File: src/design/nps_pkg.sv
// ----------------------------------------------------------------------------
// nps_pkg
// Shared widths, stream packing and the scan control group for the
// non-preemptive priority scheduler.
// ----------------------------------------------------------------------------
package nps_pkg;

  // input beat fields
  localparam int unsigned IN_TIME_W = 16;
  localparam int unsigned PRIO_W    = 8;
  localparam int unsigned S_TDATA_W = 40;

  // result beat fields
  localparam int unsigned ID_W      = 5;
  localparam int unsigned RES_W     = 21;
  localparam int unsigned SUM_W     = 25;
  localparam int unsigned M_TDATA_W = 104;

  // bit positions inside tdata
  localparam int unsigned S_ARR_LSB   = 0;
  localparam int unsigned S_BURST_LSB = 16;
  localparam int unsigned S_PRIO_LSB  = 32;

  // scan sequencer to compare unit
  typedef struct packed {
    logic clear;   // start of a pass, drop both candidates
    logic sample;  // read data of this cycle is a valid entry
  } scan_ctrl_t;

endpackage

File: src/design/nps_job_mem.sv
// ----------------------------------------------------------------------------
// nps_job_mem
// Job store: one write port, one read port, registered read data.
// ----------------------------------------------------------------------------
module nps_job_mem #(
  parameter int unsigned DEPTH  = 16,
  parameter int unsigned WIDTH  = 40,
  parameter int unsigned ADDR_W = 4
) (
  input  logic              clk_i,
  input  logic              we_i,
  input  logic [ADDR_W-1:0] waddr_i,
  input  logic [WIDTH-1:0]  wdata_i,
  input  logic              re_i,
  input  logic [ADDR_W-1:0] raddr_i,
  output logic [WIDTH-1:0]  rdata_o
);

  logic [WIDTH-1:0] mem_q [DEPTH];
  logic [WIDTH-1:0] rdata_q;

  always_ff @(posedge clk_i) begin
    if (we_i) begin
      mem_q[waddr_i] <= wdata_i;
    end
  end

  // load and scan phases never overlap, so no write-to-read bypass
  always_ff @(posedge clk_i) begin
    if (re_i) begin
      rdata_q <= mem_q[raddr_i];
    end
  end

  assign rdata_o = rdata_q;

endmodule

File: src/design/nps_select.sv
// ----------------------------------------------------------------------------
// nps_select
// Compare unit for one scan pass: keeps the best arrived job and the
// earliest-arriving pending job as entries stream out of the job store.
// ----------------------------------------------------------------------------
module nps_select #(
  parameter int unsigned TIME_WIDTH = 16,
  parameter int unsigned IDX_W      = 4,
  parameter int unsigned CT_W       = 21,
  parameter int unsigned WORD_W     = 40
) (
  input  logic                clk_i,
  input  logic                rst_ni,
  input  nps_pkg::scan_ctrl_t ctrl_i,
  input  logic [IDX_W-1:0]    rd_idx_i,
  input  logic [WORD_W-1:0]   rd_word_i,
  input  logic                rd_done_i,
  input  logic [CT_W-1:0]     cur_time_i,
  output logic                pick_arrived_o,
  output logic [IDX_W-1:0]    pick_idx_o,
  output logic [TIME_WIDTH-1:0] pick_arr_o,
  output logic [TIME_WIDTH-1:0] pick_burst_o
);
  import nps_pkg::*;

  logic [TIME_WIDTH-1:0] arr, burst;
  logic [PRIO_W-1:0]     prio;
  logic                  arrived, take_best, take_min;

  logic                  best_vld_q, min_vld_q;
  logic [IDX_W-1:0]      best_idx_q, min_idx_q;
  logic [TIME_WIDTH-1:0] best_arr_q, min_arr_q, best_burst_q, min_burst_q;
  logic [PRIO_W-1:0]     best_prio_q, min_prio_q;

  assign arr   = rd_word_i[TIME_WIDTH-1:0];
  assign burst = rd_word_i[2*TIME_WIDTH-1:TIME_WIDTH];
  assign prio  = rd_word_i[2*TIME_WIDTH+PRIO_W-1:2*TIME_WIDTH];

  assign arrived = (CT_W'(arr) <= cur_time_i);

  // ascending scan: strict compares leave ties with the lower id
  assign take_best = ctrl_i.sample && !rd_done_i && arrived &&
                     (!best_vld_q || (prio < best_prio_q) ||
                      ((prio == best_prio_q) && (arr < best_arr_q)));
  assign take_min  = ctrl_i.sample && !rd_done_i &&
                     (!min_vld_q || (arr < min_arr_q) ||
                      ((arr == min_arr_q) && (prio < min_prio_q)));

  always_ff @(posedge clk_i or negedge rst_ni) begin
    if (!rst_ni) begin
      best_vld_q <= 1'b0;
      min_vld_q  <= 1'b0;
    end else if (ctrl_i.clear) begin
      best_vld_q <= 1'b0;
      min_vld_q  <= 1'b0;
    end else begin
      if (take_best) best_vld_q <= 1'b1;
      if (take_min)  min_vld_q  <= 1'b1;
    end
  end

  always_ff @(posedge clk_i) begin
    if (take_best) begin
      best_idx_q   <= rd_idx_i;
      best_arr_q   <= arr;
      best_burst_q <= burst;
      best_prio_q  <= prio;
    end
    if (take_min) begin
      min_idx_q   <= rd_idx_i;
      min_arr_q   <= arr;
      min_burst_q <= burst;
      min_prio_q  <= prio;
    end
  end

  // nothing arrived yet: idle gap, earliest pending job goes next
  assign pick_arrived_o = best_vld_q;
  assign pick_idx_o     = best_vld_q ? best_idx_q   : min_idx_q;
  assign pick_arr_o     = best_vld_q ? best_arr_q   : min_arr_q;
  assign pick_burst_o   = best_vld_q ? best_burst_q : min_burst_q;

endmodule

File: src/design/nonpreemptive_priority_scheduler_unit.sv
// ----------------------------------------------------------------------------
// nonpreemptive_priority_scheduler_unit
// Loads a set of jobs into a job store, then emits a non-preemptive
// priority schedule: job id, turnaround, waiting and running totals.
// ----------------------------------------------------------------------------
//
//  channel   dir  beat contents
//  s_axis    in   tdata: arrival[15:0] burst[31:16] priority[39:32];
//                 tlast: last job of the set
//  m_axis    out  tdata: job_id[4:0] turnaround[25:5] waiting[46:26]
//                 total_turnaround[71:47] total_waiting[96:72], zero pad;
//                 tuser: jobs dropped; tlast: final result of the set
//
//  Loading takes one job beat per cycle. A beat with tlast closes the set;
//  the input then stalls until the last result sits in the result register.
//  Each result costs one scan of the job store (one entry read per cycle,
//  n stored jobs) plus pick, arithmetic and hand-over.
//  The result register frees the scan while a beat waits on m_axis_tready.
//  Reset clears the set; job store contents need no clearing.
//
module nonpreemptive_priority_scheduler_unit #(
  parameter int unsigned MAX_JOBS   = 16,
  parameter int unsigned TIME_WIDTH = 16
) (
  input  logic                          clk_i,
  input  logic                          rst_ni,
  input  logic                          s_axis_tvalid_i,
  output logic                          s_axis_tready_o,
  // arrival_time, burst_time, priority_req
  input  logic [nps_pkg::S_TDATA_W-1:0] s_axis_tdata_i,
  input  logic                          s_axis_tlast_i,   // last_job
  output logic                          m_axis_tvalid_o,
  input  logic                          m_axis_tready_i,
  // job_id, turnaround, waiting, total_turnaround, total_waiting, pad
  output logic [nps_pkg::M_TDATA_W-1:0] m_axis_tdata_o,
  output logic                          m_axis_tuser_o,   // overflow
  output logic                          m_axis_tlast_o    // last_result
);
  import nps_pkg::*;

  localparam int unsigned IDX_W  = (MAX_JOBS > 1) ? $clog2(MAX_JOBS) : 1;
  localparam int unsigned CNT_W  = $clog2(MAX_JOBS + 1);
  localparam int unsigned CT_W   = TIME_WIDTH + CNT_W;
  localparam int unsigned WORD_W = 2 * TIME_WIDTH + PRIO_W;
  localparam int unsigned PAD_W  = M_TDATA_W - ID_W - 2 * RES_W - 2 * SUM_W;

  typedef enum logic [2:0] {
    ST_LOAD,
    ST_SCAN,
    ST_PICK,
    ST_CALC,
    ST_EMIT
  } state_e;

  state_e state_q, state_d;

  // set bookkeeping
  logic [CNT_W-1:0]    cnt_q, cnt_d;        // jobs stored
  logic [CNT_W-1:0]    res_cnt_q, res_cnt_d; // results handed over
  logic                ovf_q, ovf_d;
  logic [MAX_JOBS-1:0] done_q, done_d;

  // scan read pointer and read pipeline
  logic [CNT_W-1:0] rd_ptr_q, rd_ptr_d;
  logic             rd_vld_q;
  logic [IDX_W-1:0] rd_idx_q;

  // schedule arithmetic
  logic [CT_W-1:0]       ct_q, ct_d;
  logic [CT_W-1:0]       wt_q, wt_d;
  logic [CT_W-1:0]       ta_q, ta_d;
  logic [CT_W-1:0]       base;
  logic [TIME_WIDTH-1:0] burst_q, burst_d;
  logic [IDX_W-1:0]      pick_q, pick_d;
  logic [SUM_W-1:0]      tsum_q, tsum_d, wsum_q, wsum_d;

  // result register
  logic                 m_valid_q, m_valid_d;
  logic [M_TDATA_W-1:0] m_data_q, m_data_d;
  logic                 m_user_q, m_user_d;
  logic                 m_last_q, m_last_d;

  // store and compare unit hookup
  logic              in_beat, last_res;
  logic              mem_we, mem_re;
  logic [WORD_W-1:0] mem_wdata, mem_rdata;
  scan_ctrl_t        scan_ctrl;
  logic                  pick_arrived;
  logic [IDX_W-1:0]      pick_idx;
  logic [TIME_WIDTH-1:0] pick_arr, pick_burst;

  assign s_axis_tready_o = (state_q == ST_LOAD);
  assign in_beat         = s_axis_tvalid_i && s_axis_tready_o;

  // low TIME_WIDTH bits of the time fields are kept
  assign mem_wdata = {s_axis_tdata_i[S_PRIO_LSB +: PRIO_W],
                      TIME_WIDTH'(s_axis_tdata_i[S_BURST_LSB +: IN_TIME_W]),
                      TIME_WIDTH'(s_axis_tdata_i[S_ARR_LSB +: IN_TIME_W])};

  nps_job_mem #(
    .DEPTH  (MAX_JOBS),
    .WIDTH  (WORD_W),
    .ADDR_W (IDX_W)
  ) u_mem (
    .clk_i   (clk_i),
    .we_i    (mem_we),
    .waddr_i (cnt_q[IDX_W-1:0]),
    .wdata_i (mem_wdata),
    .re_i    (mem_re),
    .raddr_i (rd_ptr_q[IDX_W-1:0]),
    .rdata_o (mem_rdata)
  );

  nps_select #(
    .TIME_WIDTH (TIME_WIDTH),
    .IDX_W      (IDX_W),
    .CT_W       (CT_W),
    .WORD_W     (WORD_W)
  ) u_select (
    .clk_i          (clk_i),
    .rst_ni         (rst_ni),
    .ctrl_i         (scan_ctrl),
    .rd_idx_i       (rd_idx_q),
    .rd_word_i      (mem_rdata),
    .rd_done_i      (done_q[rd_idx_q]),
    .cur_time_i     (ct_q),
    .pick_arrived_o (pick_arrived),
    .pick_idx_o     (pick_idx),
    .pick_arr_o     (pick_arr),
    .pick_burst_o   (pick_burst)
  );

  // start time of the picked job: now, or its arrival after an idle gap
  assign base     = pick_arrived ? ct_q : CT_W'(pick_arr);
  assign last_res = ((res_cnt_q + CNT_W'(1)) == cnt_q);

  always_comb begin
    state_d   = state_q;
    cnt_d     = cnt_q;
    res_cnt_d = res_cnt_q;
    ovf_d     = ovf_q;
    done_d    = done_q;
    rd_ptr_d  = rd_ptr_q;
    ct_d      = ct_q;
    wt_d      = wt_q;
    ta_d      = ta_q;
    burst_d   = burst_q;
    pick_d    = pick_q;
    tsum_d    = tsum_q;
    wsum_d    = wsum_q;
    m_valid_d = m_valid_q;
    m_data_d  = m_data_q;
    m_user_d  = m_user_q;
    m_last_d  = m_last_q;
    mem_we    = 1'b0;
    mem_re    = 1'b0;
    scan_ctrl.clear  = 1'b0;
    scan_ctrl.sample = rd_vld_q;

    if (m_valid_q && m_axis_tready_i) begin
      m_valid_d = 1'b0;
    end

    unique case (state_q)
      ST_LOAD: begin
        if (in_beat) begin
          if (cnt_q < CNT_W'(MAX_JOBS)) begin
            mem_we = 1'b1;
            cnt_d  = cnt_q + CNT_W'(1);
          end else begin
            ovf_d = 1'b1;
          end
          if (s_axis_tlast_i) begin
            state_d         = ST_SCAN;
            scan_ctrl.clear = 1'b1;
            rd_ptr_d        = '0;
          end
        end
      end

      ST_SCAN: begin
        if (rd_ptr_q < cnt_q) begin
          mem_re   = 1'b1;
          rd_ptr_d = rd_ptr_q + CNT_W'(1);
        end else if (!rd_vld_q) begin
          state_d = ST_PICK;
        end
      end

      ST_PICK: begin
        done_d[pick_idx] = 1'b1;
        pick_d  = pick_idx;
        burst_d = pick_burst;
        ct_d    = base + CT_W'(pick_burst);
        wt_d    = base - CT_W'(pick_arr);
        state_d = ST_CALC;
      end

      ST_CALC: begin
        ta_d    = wt_q + CT_W'(burst_q);
        wsum_d  = wsum_q + SUM_W'(wt_q);
        state_d = ST_EMIT;
      end

      ST_EMIT: begin
        if (!m_valid_q || m_axis_tready_i) begin
          tsum_d    = tsum_q + SUM_W'(ta_q);
          m_valid_d = 1'b1;
          m_data_d  = {{PAD_W{1'b0}}, wsum_q, tsum_d, RES_W'(wt_q), RES_W'(ta_q),
                       ID_W'(CNT_W'(pick_q) + CNT_W'(1))};
          m_user_d  = ovf_q;
          m_last_d  = last_res;
          if (last_res) begin
            // set finished: back to an empty store
            state_d   = ST_LOAD;
            cnt_d     = '0;
            res_cnt_d = '0;
            ovf_d     = 1'b0;
            done_d    = '0;
            ct_d      = '0;
            tsum_d    = '0;
            wsum_d    = '0;
          end else begin
            state_d         = ST_SCAN;
            scan_ctrl.clear = 1'b1;
            rd_ptr_d        = '0;
            res_cnt_d       = res_cnt_q + CNT_W'(1);
          end
        end
      end

      default: begin
        state_d = ST_LOAD;
      end
    endcase
  end

  always_ff @(posedge clk_i or negedge rst_ni) begin
    if (!rst_ni) begin
      state_q   <= ST_LOAD;
      cnt_q     <= '0;
      res_cnt_q <= '0;
      ovf_q     <= 1'b0;
      done_q    <= '0;
      rd_ptr_q  <= '0;
      rd_vld_q  <= 1'b0;
      ct_q      <= '0;
      tsum_q    <= '0;
      wsum_q    <= '0;
      m_valid_q <= 1'b0;
      m_data_q  <= '0;
      m_user_q  <= 1'b0;
      m_last_q  <= 1'b0;
    end else begin
      state_q   <= state_d;
      cnt_q     <= cnt_d;
      res_cnt_q <= res_cnt_d;
      ovf_q     <= ovf_d;
      done_q    <= done_d;
      rd_ptr_q  <= rd_ptr_d;
      rd_vld_q  <= mem_re;
      ct_q      <= ct_d;
      tsum_q    <= tsum_d;
      wsum_q    <= wsum_d;
      m_valid_q <= m_valid_d;
      m_data_q  <= m_data_d;
      m_user_q  <= m_user_d;
      m_last_q  <= m_last_d;
    end
  end

  // datapath registers
  always_ff @(posedge clk_i) begin
    rd_idx_q <= rd_ptr_q[IDX_W-1:0];
    wt_q     <= wt_d;
    ta_q     <= ta_d;
    burst_q  <= burst_d;
    pick_q   <= pick_d;
  end

  assign m_axis_tvalid_o = m_valid_q;
  assign m_axis_tdata_o  = m_data_q;
  assign m_axis_tuser_o  = m_user_q;
  assign m_axis_tlast_o  = m_last_q;

  // ---- checks ----
  a_cnt_range: assert property (@(posedge clk_i) disable iff (!rst_ni)
    cnt_q <= CNT_W'(MAX_JOBS))
    else $error("job count beyond capacity");

  a_res_le_cnt: assert property (@(posedge clk_i) disable iff (!rst_ni)
    (state_q != ST_LOAD) |-> (res_cnt_q < cnt_q))
    else $error("more results than stored jobs");

  a_pick_fresh: assert property (@(posedge clk_i) disable iff (!rst_ni)
    (state_q == ST_PICK) |-> !done_q[pick_idx])
    else $error("picked a job that already ran");

endmodule
File: config.mk
export PLATFORM = sky130hd
export DESIGN_NAME = nonpreemptive_priority_scheduler_unit
export DESIGN_NICKNAME = d
export VERILOG_FILES = /design/src/design/nps_pkg.sv /design/src/design/nps_job_mem.sv /design/src/design/nps_select.sv /design/src/design/nonpreemptive_priority_scheduler_unit.sv
export SDC_FILE = /design/constraint.sdc
export NUM_CORES = 1
export LEC_CHECK = 0
export BUFFER_PORTS_ARGS = -buffer_cell sky130_fd_sc_hd__buf_4
export CORE_UTILIZATION = 55
export DETAILED_ROUTE_END_ITERATION = 7
export HOLD_SLACK_MARGIN = 0.06
export PLACE_DENSITY = 0.71
export SLEW_MARGIN = 15
export SYNTH_ARGS = -nofsm -noshare
export SYNTH_HDL_FRONTEND = slang
export SYNTH_SLANG_ARGS = --single-unit
File: constraint.sdc
create_clock -name clk_i -period 12.09 [get_ports clk_i]
set_input_delay 0.6045 -clock clk_i [delete_from_list [all_inputs] [get_ports clk_i]]
set_output_delay 0.6045 -clock clk_i [all_outputs]
set_load 0.05 [all_outputs]
==> results of run 1 <==
path summary, 6_finish.rpt:
check                                            end               from  slack (ns)
max                                 u_mem.rdata_o[8]        rd_ptr_q[0]        7.78
min                               u_mem.mem_q[13][5]  s_axis_tdata_i[5]        0.20
max reg2reg                         u_mem.rdata_o[8]        rd_ptr_q[0]        7.78
min reg2reg                u_select.best_burst_q[15]  u_mem.rdata_o[31]        0.46
max in group asynchronous         m_axis_tdata_o[75]             rst_ni       10.15
min in group asynchronous                  tsum_q[7]             rst_ni        0.56
per-stage QoR:
step                      cells  utilization, %  instance area, um^2  hold WS, ns  setup slack (ns)
after global placement     4016           58.44                47220       0.4292             7.787
after global routing       4210           62.59                50580       0.1825             7.422
after detailed placement   4016           58.44                47220       0.4434             7.751
after CTS                  4210           62.58                50570       0.1608             7.656
after floorplan            2906               -                45040       0.3089             7.640
final                      4210           62.59                50580       0.2035             7.782
logic make-up after synthesis:
| kind of cell | after synthesis | synth area share [%] |
|---|---|---|
| DFF | 1043 | 67.16 |
| xor gates and xnor gates | 91 | 1.771 |
| adders and majority gates | 168 | 4.753 |
| and+or+nand+nor | 643 | 6.251 |
| AOI/OAI and AO/OA | 488 | 6.868 |
| muxes | 249 | 11.27 |
| buffers and inverters | 217 | 1.921 |
| other | 1 | 0.008330 |
final cells by class:
class | instances | area (um^2) | area share [%]
Timing Repair Buffer | 166 | 1255 | 2.481
Tap cell | 1060 | 1326 | 2.622
Sequential cell | 1043 | 30250 | 59.80
Inverter | 102 | 382.9 | 0.7570
Clock buffer | 128 | 2753 | 5.443
Multi-Input combinational cell | 1646 | 14030 | 27.74
Clock inverter | 65 | 584.3 | 1.155
critical path: cells and delay by family (launching register included):
kind                   cells  cell delay [ns]
DFF                        1             1.09
muxes                      2             1.12
buffers and inverters      2             1.64
where the power goes:
group          switching (mW)  total [mW]  internal, mW
Combinational            3.24        5.45          2.21
Sequential              0.538        5.27          4.73
Clock                    1.36        3.12          1.76
Total                    5.14        13.8          8.70
routing by layer:
metal | vias up | wire length, um
li1 | 11478 | -
met1 | 13175 | 43040
met2 | 924 | 51240
met3 | 192 | 6191
met4 | 2 | 2802
met5 | - | 13
state kept, by name (all words and copies together) (netlist names), 5 cells and up:
name / cells
cnt_q: 5
rd_ptr_q: 5
wt_q: 21
ta_q: 21
u_select.min_arr_q: 16
u_select.best_arr_q: 16
u_select.min_burst_q: 16
wsum_q: 25
tsum_q: 25
u_select.best_burst_q: 16
u_mem.rdata_o: 40
burst_q: 16
done_q: 16
m_axis_tdata_o: 97
u_select.min_prio_q: 8
u_select.best_prio_q: 8
u_mem.mem_q: 640
ct_q: 21
res_cnt_q: 5
layout by cell type, fill, tap and decap left out, drive strengths merged, types with 20 or more instances in the layout:
master / Yosys / routed
o21ai: 152 / 152
mux4: 204 / 204
a21oi: 111 / 111
nand3: 32 / 32
xnor2: 46 / 46
dfrtp: 209 / 209
and2: 28 / 28
a211oi: 22 / 22
mux2: 21 / 21
clkinv: 2 / 57
nor3: 20 / 20
xor2: 45 / 45
clkbuf: 84 / 129
edfxtp: 830 / 830
buf: 31 / 164
a31oi: 26 / 26
ha: 163 / 163
nor2: 96 / 96
inv: 100 / 102
a21o: 45 / 45
mux2i: 24 / 24
nand2: 380 / 380
what timing repair did:
item | 4_1_cts | 5_1_grt
endpoints found under the setup margin | 0 | 0
hold buffers | 1 | 0
endpoints found under the hold margin | 85 | 0
gates resized for setup | 0 | 0
==> metrics.md, run 1 <==
| Metric | Value |
|---|---|
| Pwr/cell area | `273.6 nW/um^2` |
| Slew @ Worst Pin | `1.166 ns` |
| Placeable Area | `80,810 um^2` |
| Overall Power | `13.84 mW` |
| Remaining Overflow, GRT | `0` |
| Die X | `288.1 um` |
| IO Count | `153` |
| Post CTS Setup Buffer Count | `0` |
| Number of global-route vias before repair | `25.93k` |
| Die Area | `83,000 um^2` |
| GPL Wtd Cong | `0.9218` |
| Biggest area consumer among synthesized cells | `edfxtp_1` |
| # diodes | `0` |
| Post-detailed-route count of antenna-violating nets | `0` |
| Synth cell types | `79` |
| Number of flops mapped to enable cells by yosys | `830` |
| Sequential share of the synthesized area | `67.16%` |
| CTS tree | `yes` |
| H-tree Lvls | `3` |
| DR DRC count | `18` |
| Failing checks | `design-rule violations` |
| # setup viols final | `0` |
| Critical Path AT | `4.72 ns` |
| Status | `complete, but fails checks` |
| Sum Neg Setup Slack | `0 ns` |
| Setup Skew | `0.05627 ns` |
| Total number of yosys warnings | `0` |
| Top-count cell post-synth | `edfxtp_1` |
| Area grow syn2layout | `12.35%` |
| Max_cap viols | `0` |
| Clock slew at reported path FFs | `0.07 ns` |
| Ys async rst share | `20.04%` |
| Fraction of layout cells with a size suffix above 1 | `18.57%` |
| Drt initial violations | `2,320` |
| Reg2Reg Depth | `4` |
| Die H | `288.1 um` |
| Main synth FF type | `edfxtp_1` |
| Starting Density | `55.71%` |
| FMAX | `0.2321 GHz` |
| Minimum clock period | `4.308 ns` |
| GR Layer Usage met1 | `34.68%` |
| Initial antenna violation count | `1` |
| Total wire length | `103.3 mm` |
| Crit start category | `flop` |
| RSZ-0062 raised after global routing | `false` |
| Hold path depth | `1` |
| Worst Hold Class | `input port to flop` |
| TritonCTS Sinks | `1,043` |
| Gr busiest metal | `met2` |
| Root buf cell | `clkbuf_16` |
| Nets | `3,274` |
| GR Util met2 | `41.93%` |
| Slowest CP cell | `dfrtp_4` |
| Via count | `25.77k` |
| Filler instances | `5,854` |
| Worst setup path class | `flop to flop` |
| Largest net degree at the start of global routing | `107` |
| Post-DP HPWL | `61.28 mm` |
| Most frequent cells after synthesis | `edfxtp_1 (830), nand2_1 (380), dfrtp_1 (209)` |
| Cell area after synthesis | `45,020 um^2` |
| WP data required | `12.50 ns` |
| Critical path endpoint category | `flop` |
| First-pass GRT wire length | `157.2 mm` |
| Final Max Tran Viols | `0` |
| Synth area leaders | `edfxtp_1 (55%), dfrtp_1 (12%), mux4_2 (10%), ha_1 (4.5%), nand2_1 (3.2%)` |
| Max-slew headroom | `20.28%` |
| Skew-Pair Late Insertion Delay | `0.69 ns` |
| Met3 Use GR | `3.906%` |
| WL/cell | `24.53 um` |
| Largest stage delay on the critical path | `1.09 ns` |
| Post-Syn Instances | `2,900` |
| Vias/cell | `6.121` |
| Worst path cell trace | `buf_4, buf_4, mux4_2, mux4_2` |
| I/O Buffers | `145` |
| Rows | `104` |
| Longest Clk Path Bufs | `3` |
| Period Utilization, post-route | `35.63%` |
| Post-Syn Area per Cell | `15.52 um^2` |
| CP Max Fanout | `54` |
| Number of CTS-inserted buffers | `102` |
| P_leak | `18.91 nW` |
| Max VDD drop | `178.0 uV` |
| Synth top area share | `55.37%` |
| GRT Total Usage | `25.26%` |
| TritonRoute pass-1 iters | `8` |
| FF+latch count, synth | `1,043` |
| Final Hold Vio Count | `0` |
Power figures use the tool's default switching activity.
==> run 2: changes to the inputs <==
Settings changed: ABC_AREA set to 1, PLACE_DENSITY 0.71 to 0.74.
Clock period 12.09 ns to 3.8 ns, I/O delays scaled along.
==> run 2 against run 1 <==
Compared with the run above:
- the flow now finishes without violations
- synthesized cell count increased by 59%
- sequential power increased to 3.1 times the previous value
- die area rose by 5.6%
- core utilization is 0.48 points higher
- cell count rose by 43%
- via count rose by 33%
- global-route usage rose by 2.4 points
- critical path depth grew 12
==> metrics.md, run 2 <==
| Metric | Value |
|---|---|
| GRT Total Usage | `27.71% (+2.4 points)` |
| Seq. cell area | `30,250 um^2 (about the same)` |
| CTS tree | `yes` |
| Internal cell power | `26.59 mW (+210%)` |
| Final Hold Vio Count | `0 (unchanged)` |
| R2r endpoint | `ct_q[18]` |
| Ys async rst share | `20.04% (unchanged)` |
| Skew-Pair Late Insertion Delay | `0.69 ns (about the same)` |
| Drt initial violations | `3,245 (+40%)` |
| Remaining Overflow, GRT | `0 (unchanged)` |
| Seq pwr share | `36.6% (-1.5 points)` |
| Die X | `296.0 um (+2.7%)` |
| Initial antenna violation count | `1 (unchanged)` |
| I/O Buffers | `145 (unchanged)` |
| Utilization after layout | `63.07% (+0.48 points)` |
| Number of flops mapped to enable cells by yosys | `830 (unchanged)` |
| Placed instance count | `5,769 (+44%)` |
| # setup viols final | `0 (unchanged)` |
| Fin cells | `6,003 (+43%)` |
| DP Worst Slack | `0.7658 ns (-6.985 ns)` |
| Vias/cell | `5.728 (-6.4%)` |
| # resized after CTS | `0 (unchanged)` |
| Main synth FF type | `edfxtp_1` |
| Final setup margin | `0.7393 ns (-7.043 ns)` |
| Synth top area share | `52.43% (-2.9 points)` |
| H-tree Lvls | `3 (unchanged)` |
| Starting Density | `55.65% (-0.056 points)` |
| Multi-input gate area | `15,420 um^2 (+9.9%)` |
| IO Count | `153 (unchanged)` |
| Minimum clock period | `3.061 ns (-1.247 ns)` |
| Number of CTS-inserted buffers | `104 (+2.0%)` |
| Post-DP HPWL | `76.87 mm (+25%)` |
| Reg2Reg Depth | `16 (+12)` |
| Max VDD drop | `547.2 uV (+210%)` |
| Pwr/cell area | `844.8 nW/um^2 (+210%)` |
| TritonRoute pass-1 iters | `6 (-2)` |
| Status | `finished clean` |
| Worst setup path class | `flop to flop` |
| Area grow syn2layout | `13.33%` |
| Placed instance area | `50,040 um^2 (+6.0%)` |
| Synth area leaders | `edfxtp_1 (52%), dfrtp_1 (11%), nand2_1 (8.2%), o21ai_0 (5.1%), nor2_1 (4.7%)` |
| Post-route cell area | `53,870 um^2 (+6.5%)` |
| Hold slack | `0.2036 ns (+0.0001090 ns)` |
| Total wire length | `120.6 mm (+17%)` |
| Cell area after synthesis | `47,530 um^2 (+5.6%)` |
| Reg2reg start | `u_select.pick_arrived_o` |
| Die Area | `87,610 um^2 (+5.6%)` |
| Crit start category | `flop` |
| Commonest non-fill, non-tap cell in the layout | `nand2_1` |
| Sw frac | `41.57% (+4.4 points)` |
| CP Max Fanout | `20 (-63%)` |
| RSZ-0062 raised after global routing | `false` |
| Clock share of power | `22.4% (about the same)` |
| Clock slew at reported path FFs | `0.06 ns (about the same)` |
| Max-slew headroom | `37.99% (+18 points)` |
| Filler instances | `6,791 (+16%)` |
| FMAX | `0.3267 GHz (+41%)` |
| Top reg by flops | `u_mem.mem_q` |
| WL/cell | `20.09 um (-18%)` |
| Max_cap viols | `0 (unchanged)` |
| Post-Syn Area per Cell | `10.33 um^2 (-33%)` |
| Overall Power | `45.51 mW (+230%)` |
| Most frequent cells after synthesis | `nand2_1 (1,034), edfxtp_1 (830), nor2_1 (599)` |
| Critical path endpoint category | `flop` |
| Synth cell types | `49 (-38%)` |
| Comb pwr share | `41.0% (+1.6 points)` |
| Crit path capture | `ct_q[18]` |
| Biggest area consumer among synthesized cells | `edfxtp_1` |
| Via count | `34.39k (+33%)` |
| Placeable Area | `85,410 um^2 (+5.7%)` |
| Total number of yosys warnings | `0 (unchanged)` |
| Largest register FFs | `640 (unchanged)` |
| Number of global-route vias before repair | `33.29k (+28%)` |
| Critical Path AT | `3.62 ns (-1.10 ns)` |
| WP data required | `4.36 ns (-8.14 ns)` |
| Root buf cell | `clkbuf_16` |
| Top-count cell post-synth | `nand2_1` |
| Fraction of layout cells with a size suffix above 1 | `8.483% (-10 points)` |
| Rows | `107 (+2.9%)` |
| Post CTS Setup Buffer Count | `0 (unchanged)` |
| FF+latch count, synth | `1,043 (unchanged)` |
| Psw | `18.92 mW (+270%)` |
| P_leak | `21.86 nW (+16%)` |
| Worst R2R Setup Slack | `0.74 ns (-7.04 ns)` |
| Final Max Tran Viols | `0 (unchanged)` |
| Post-Syn Instances | `4,602 (+59%)` |
| Longest Clk Path Bufs | `3 (unchanged)` |
| Die H | `296.0 um (+2.7%)` |
| Post-detailed-route count of antenna-violating nets | `0 (unchanged)` |
| Period Utilization, post-route | `80.55% (+45 points)` |
| GPL Wtd Cong | `0.9895 (+7.3%)` |
| Most frequent cells in the layout | `nand2_1 (1,034), edfxtp_1 (830), nor2_1 (580), o21ai_0 (482), inv_1 (303)` |
| DR DRC count | `0 (-18)` |
| Nets | `4,988 (+52%)` |
| Slew @ Worst Pin | `0.9301 ns (-0.2355 ns)` |
| Sequential share of the synthesized area | `63.60% (-3.6 points)` |
| Largest net degree at the start of global routing | `112 (+4.7%)` |
| Worst Hold Class | `input port to asynchronous set/reset pin` |
| Launch point of the worst path | `u_select.pick_arrived_o` |
| First-pass GRT wire length | `187.1 mm (+19%)` |
| CTS Hold Bufs | `44 (+43)` |
| Sum Neg Setup Slack | `0 ns (unchanged)` |
| TritonCTS Sinks | `1,043 (unchanged)` |
| Setup Skew | `0.03343 ns (-0.02284 ns)` |
-- run 2: critical path: stages, from the launching register on --
cell      delay [ns]
dfrtp_2         0.41
inv_2           0.28
nand2_1         0.13
nand2_1         0.11
ha_1            0.23
inv_1           0.10
fa_1            0.43
inv_1           0.10
nand3_1         0.07
nand3_1         0.16
inv_1           0.07
o21bai_1        0.29
nand2_1         0.13
nand2_1         0.19
nand3_1         0.09
nand3_1         0.09
nand2_1         0.06
-- run 2: cell families after synthesis --
| logic type | share of synthesized area, % |
|---|---|
| DFF | 63.60 |
| AOI/OAI and AO/OA | 10.73 |
| buffers and inverters | 4.304 |
| other | 0.007889 |
| adders and majority gates | 4.501 |
| xor gates and xnor gates | 0.8107 |
| and+or+nand+nor | 16.04 |
-- run 2: power groups by stage --
stage                     clock, mW  sequential, mW  combinational (mW)
after CTS                      10.3            16.6                18.5
after floorplan                   0            17.7                11.6
final                          10.2            16.6                18.7
after global placement            0            16.8                18.1
after global routing           10.7            16.9                20.8
after detailed placement          0            16.8                18.4
-- run 2: worst min path at each step --
stage | startpoint | end | slack, ns | depth (start not counted)
2_1_floorplan | rst_ni | cnt_q[0] | -0.11 | 0
3_3_place_gp | rst_ni | tsum_q[22] | 0.33 | 1
3_5_place_dp | rst_ni | tsum_q[22] | 0.34 | 1
4_1_cts | rst_ni | m_axis_tdata_o[54] | 0.20 | 2
5_1_grt | rst_ni | tsum_q[22] | 0.28 | 2
6_report | rst_ni | tsum_q[22] | 0.20 | 2
-- run 2: cell type report --
class                           count  share of cell area (%)
Timing Repair Buffer              253                   4.069
Multi-Input combinational cell   3059                   28.62
Clock inverter                     50                   1.022
Antenna cell                        2                0.009290
Inverter                          314                   2.211
Clock buffer                      138                   5.261
Sequential cell                  1043                   56.15
Tap cell                         1144                   2.657
-- run 2: metal layers --
layer | part of all wire, % | track usage, % | routed length, um
met5 | 0 | 0 | 0
met3 | 6.8 | 3.575 | 8163
met4 | 3.8 | 10.94 | 4629
met1 | 41 | 36.94 | 49820
met2 | 48 | 46.27 | 57970
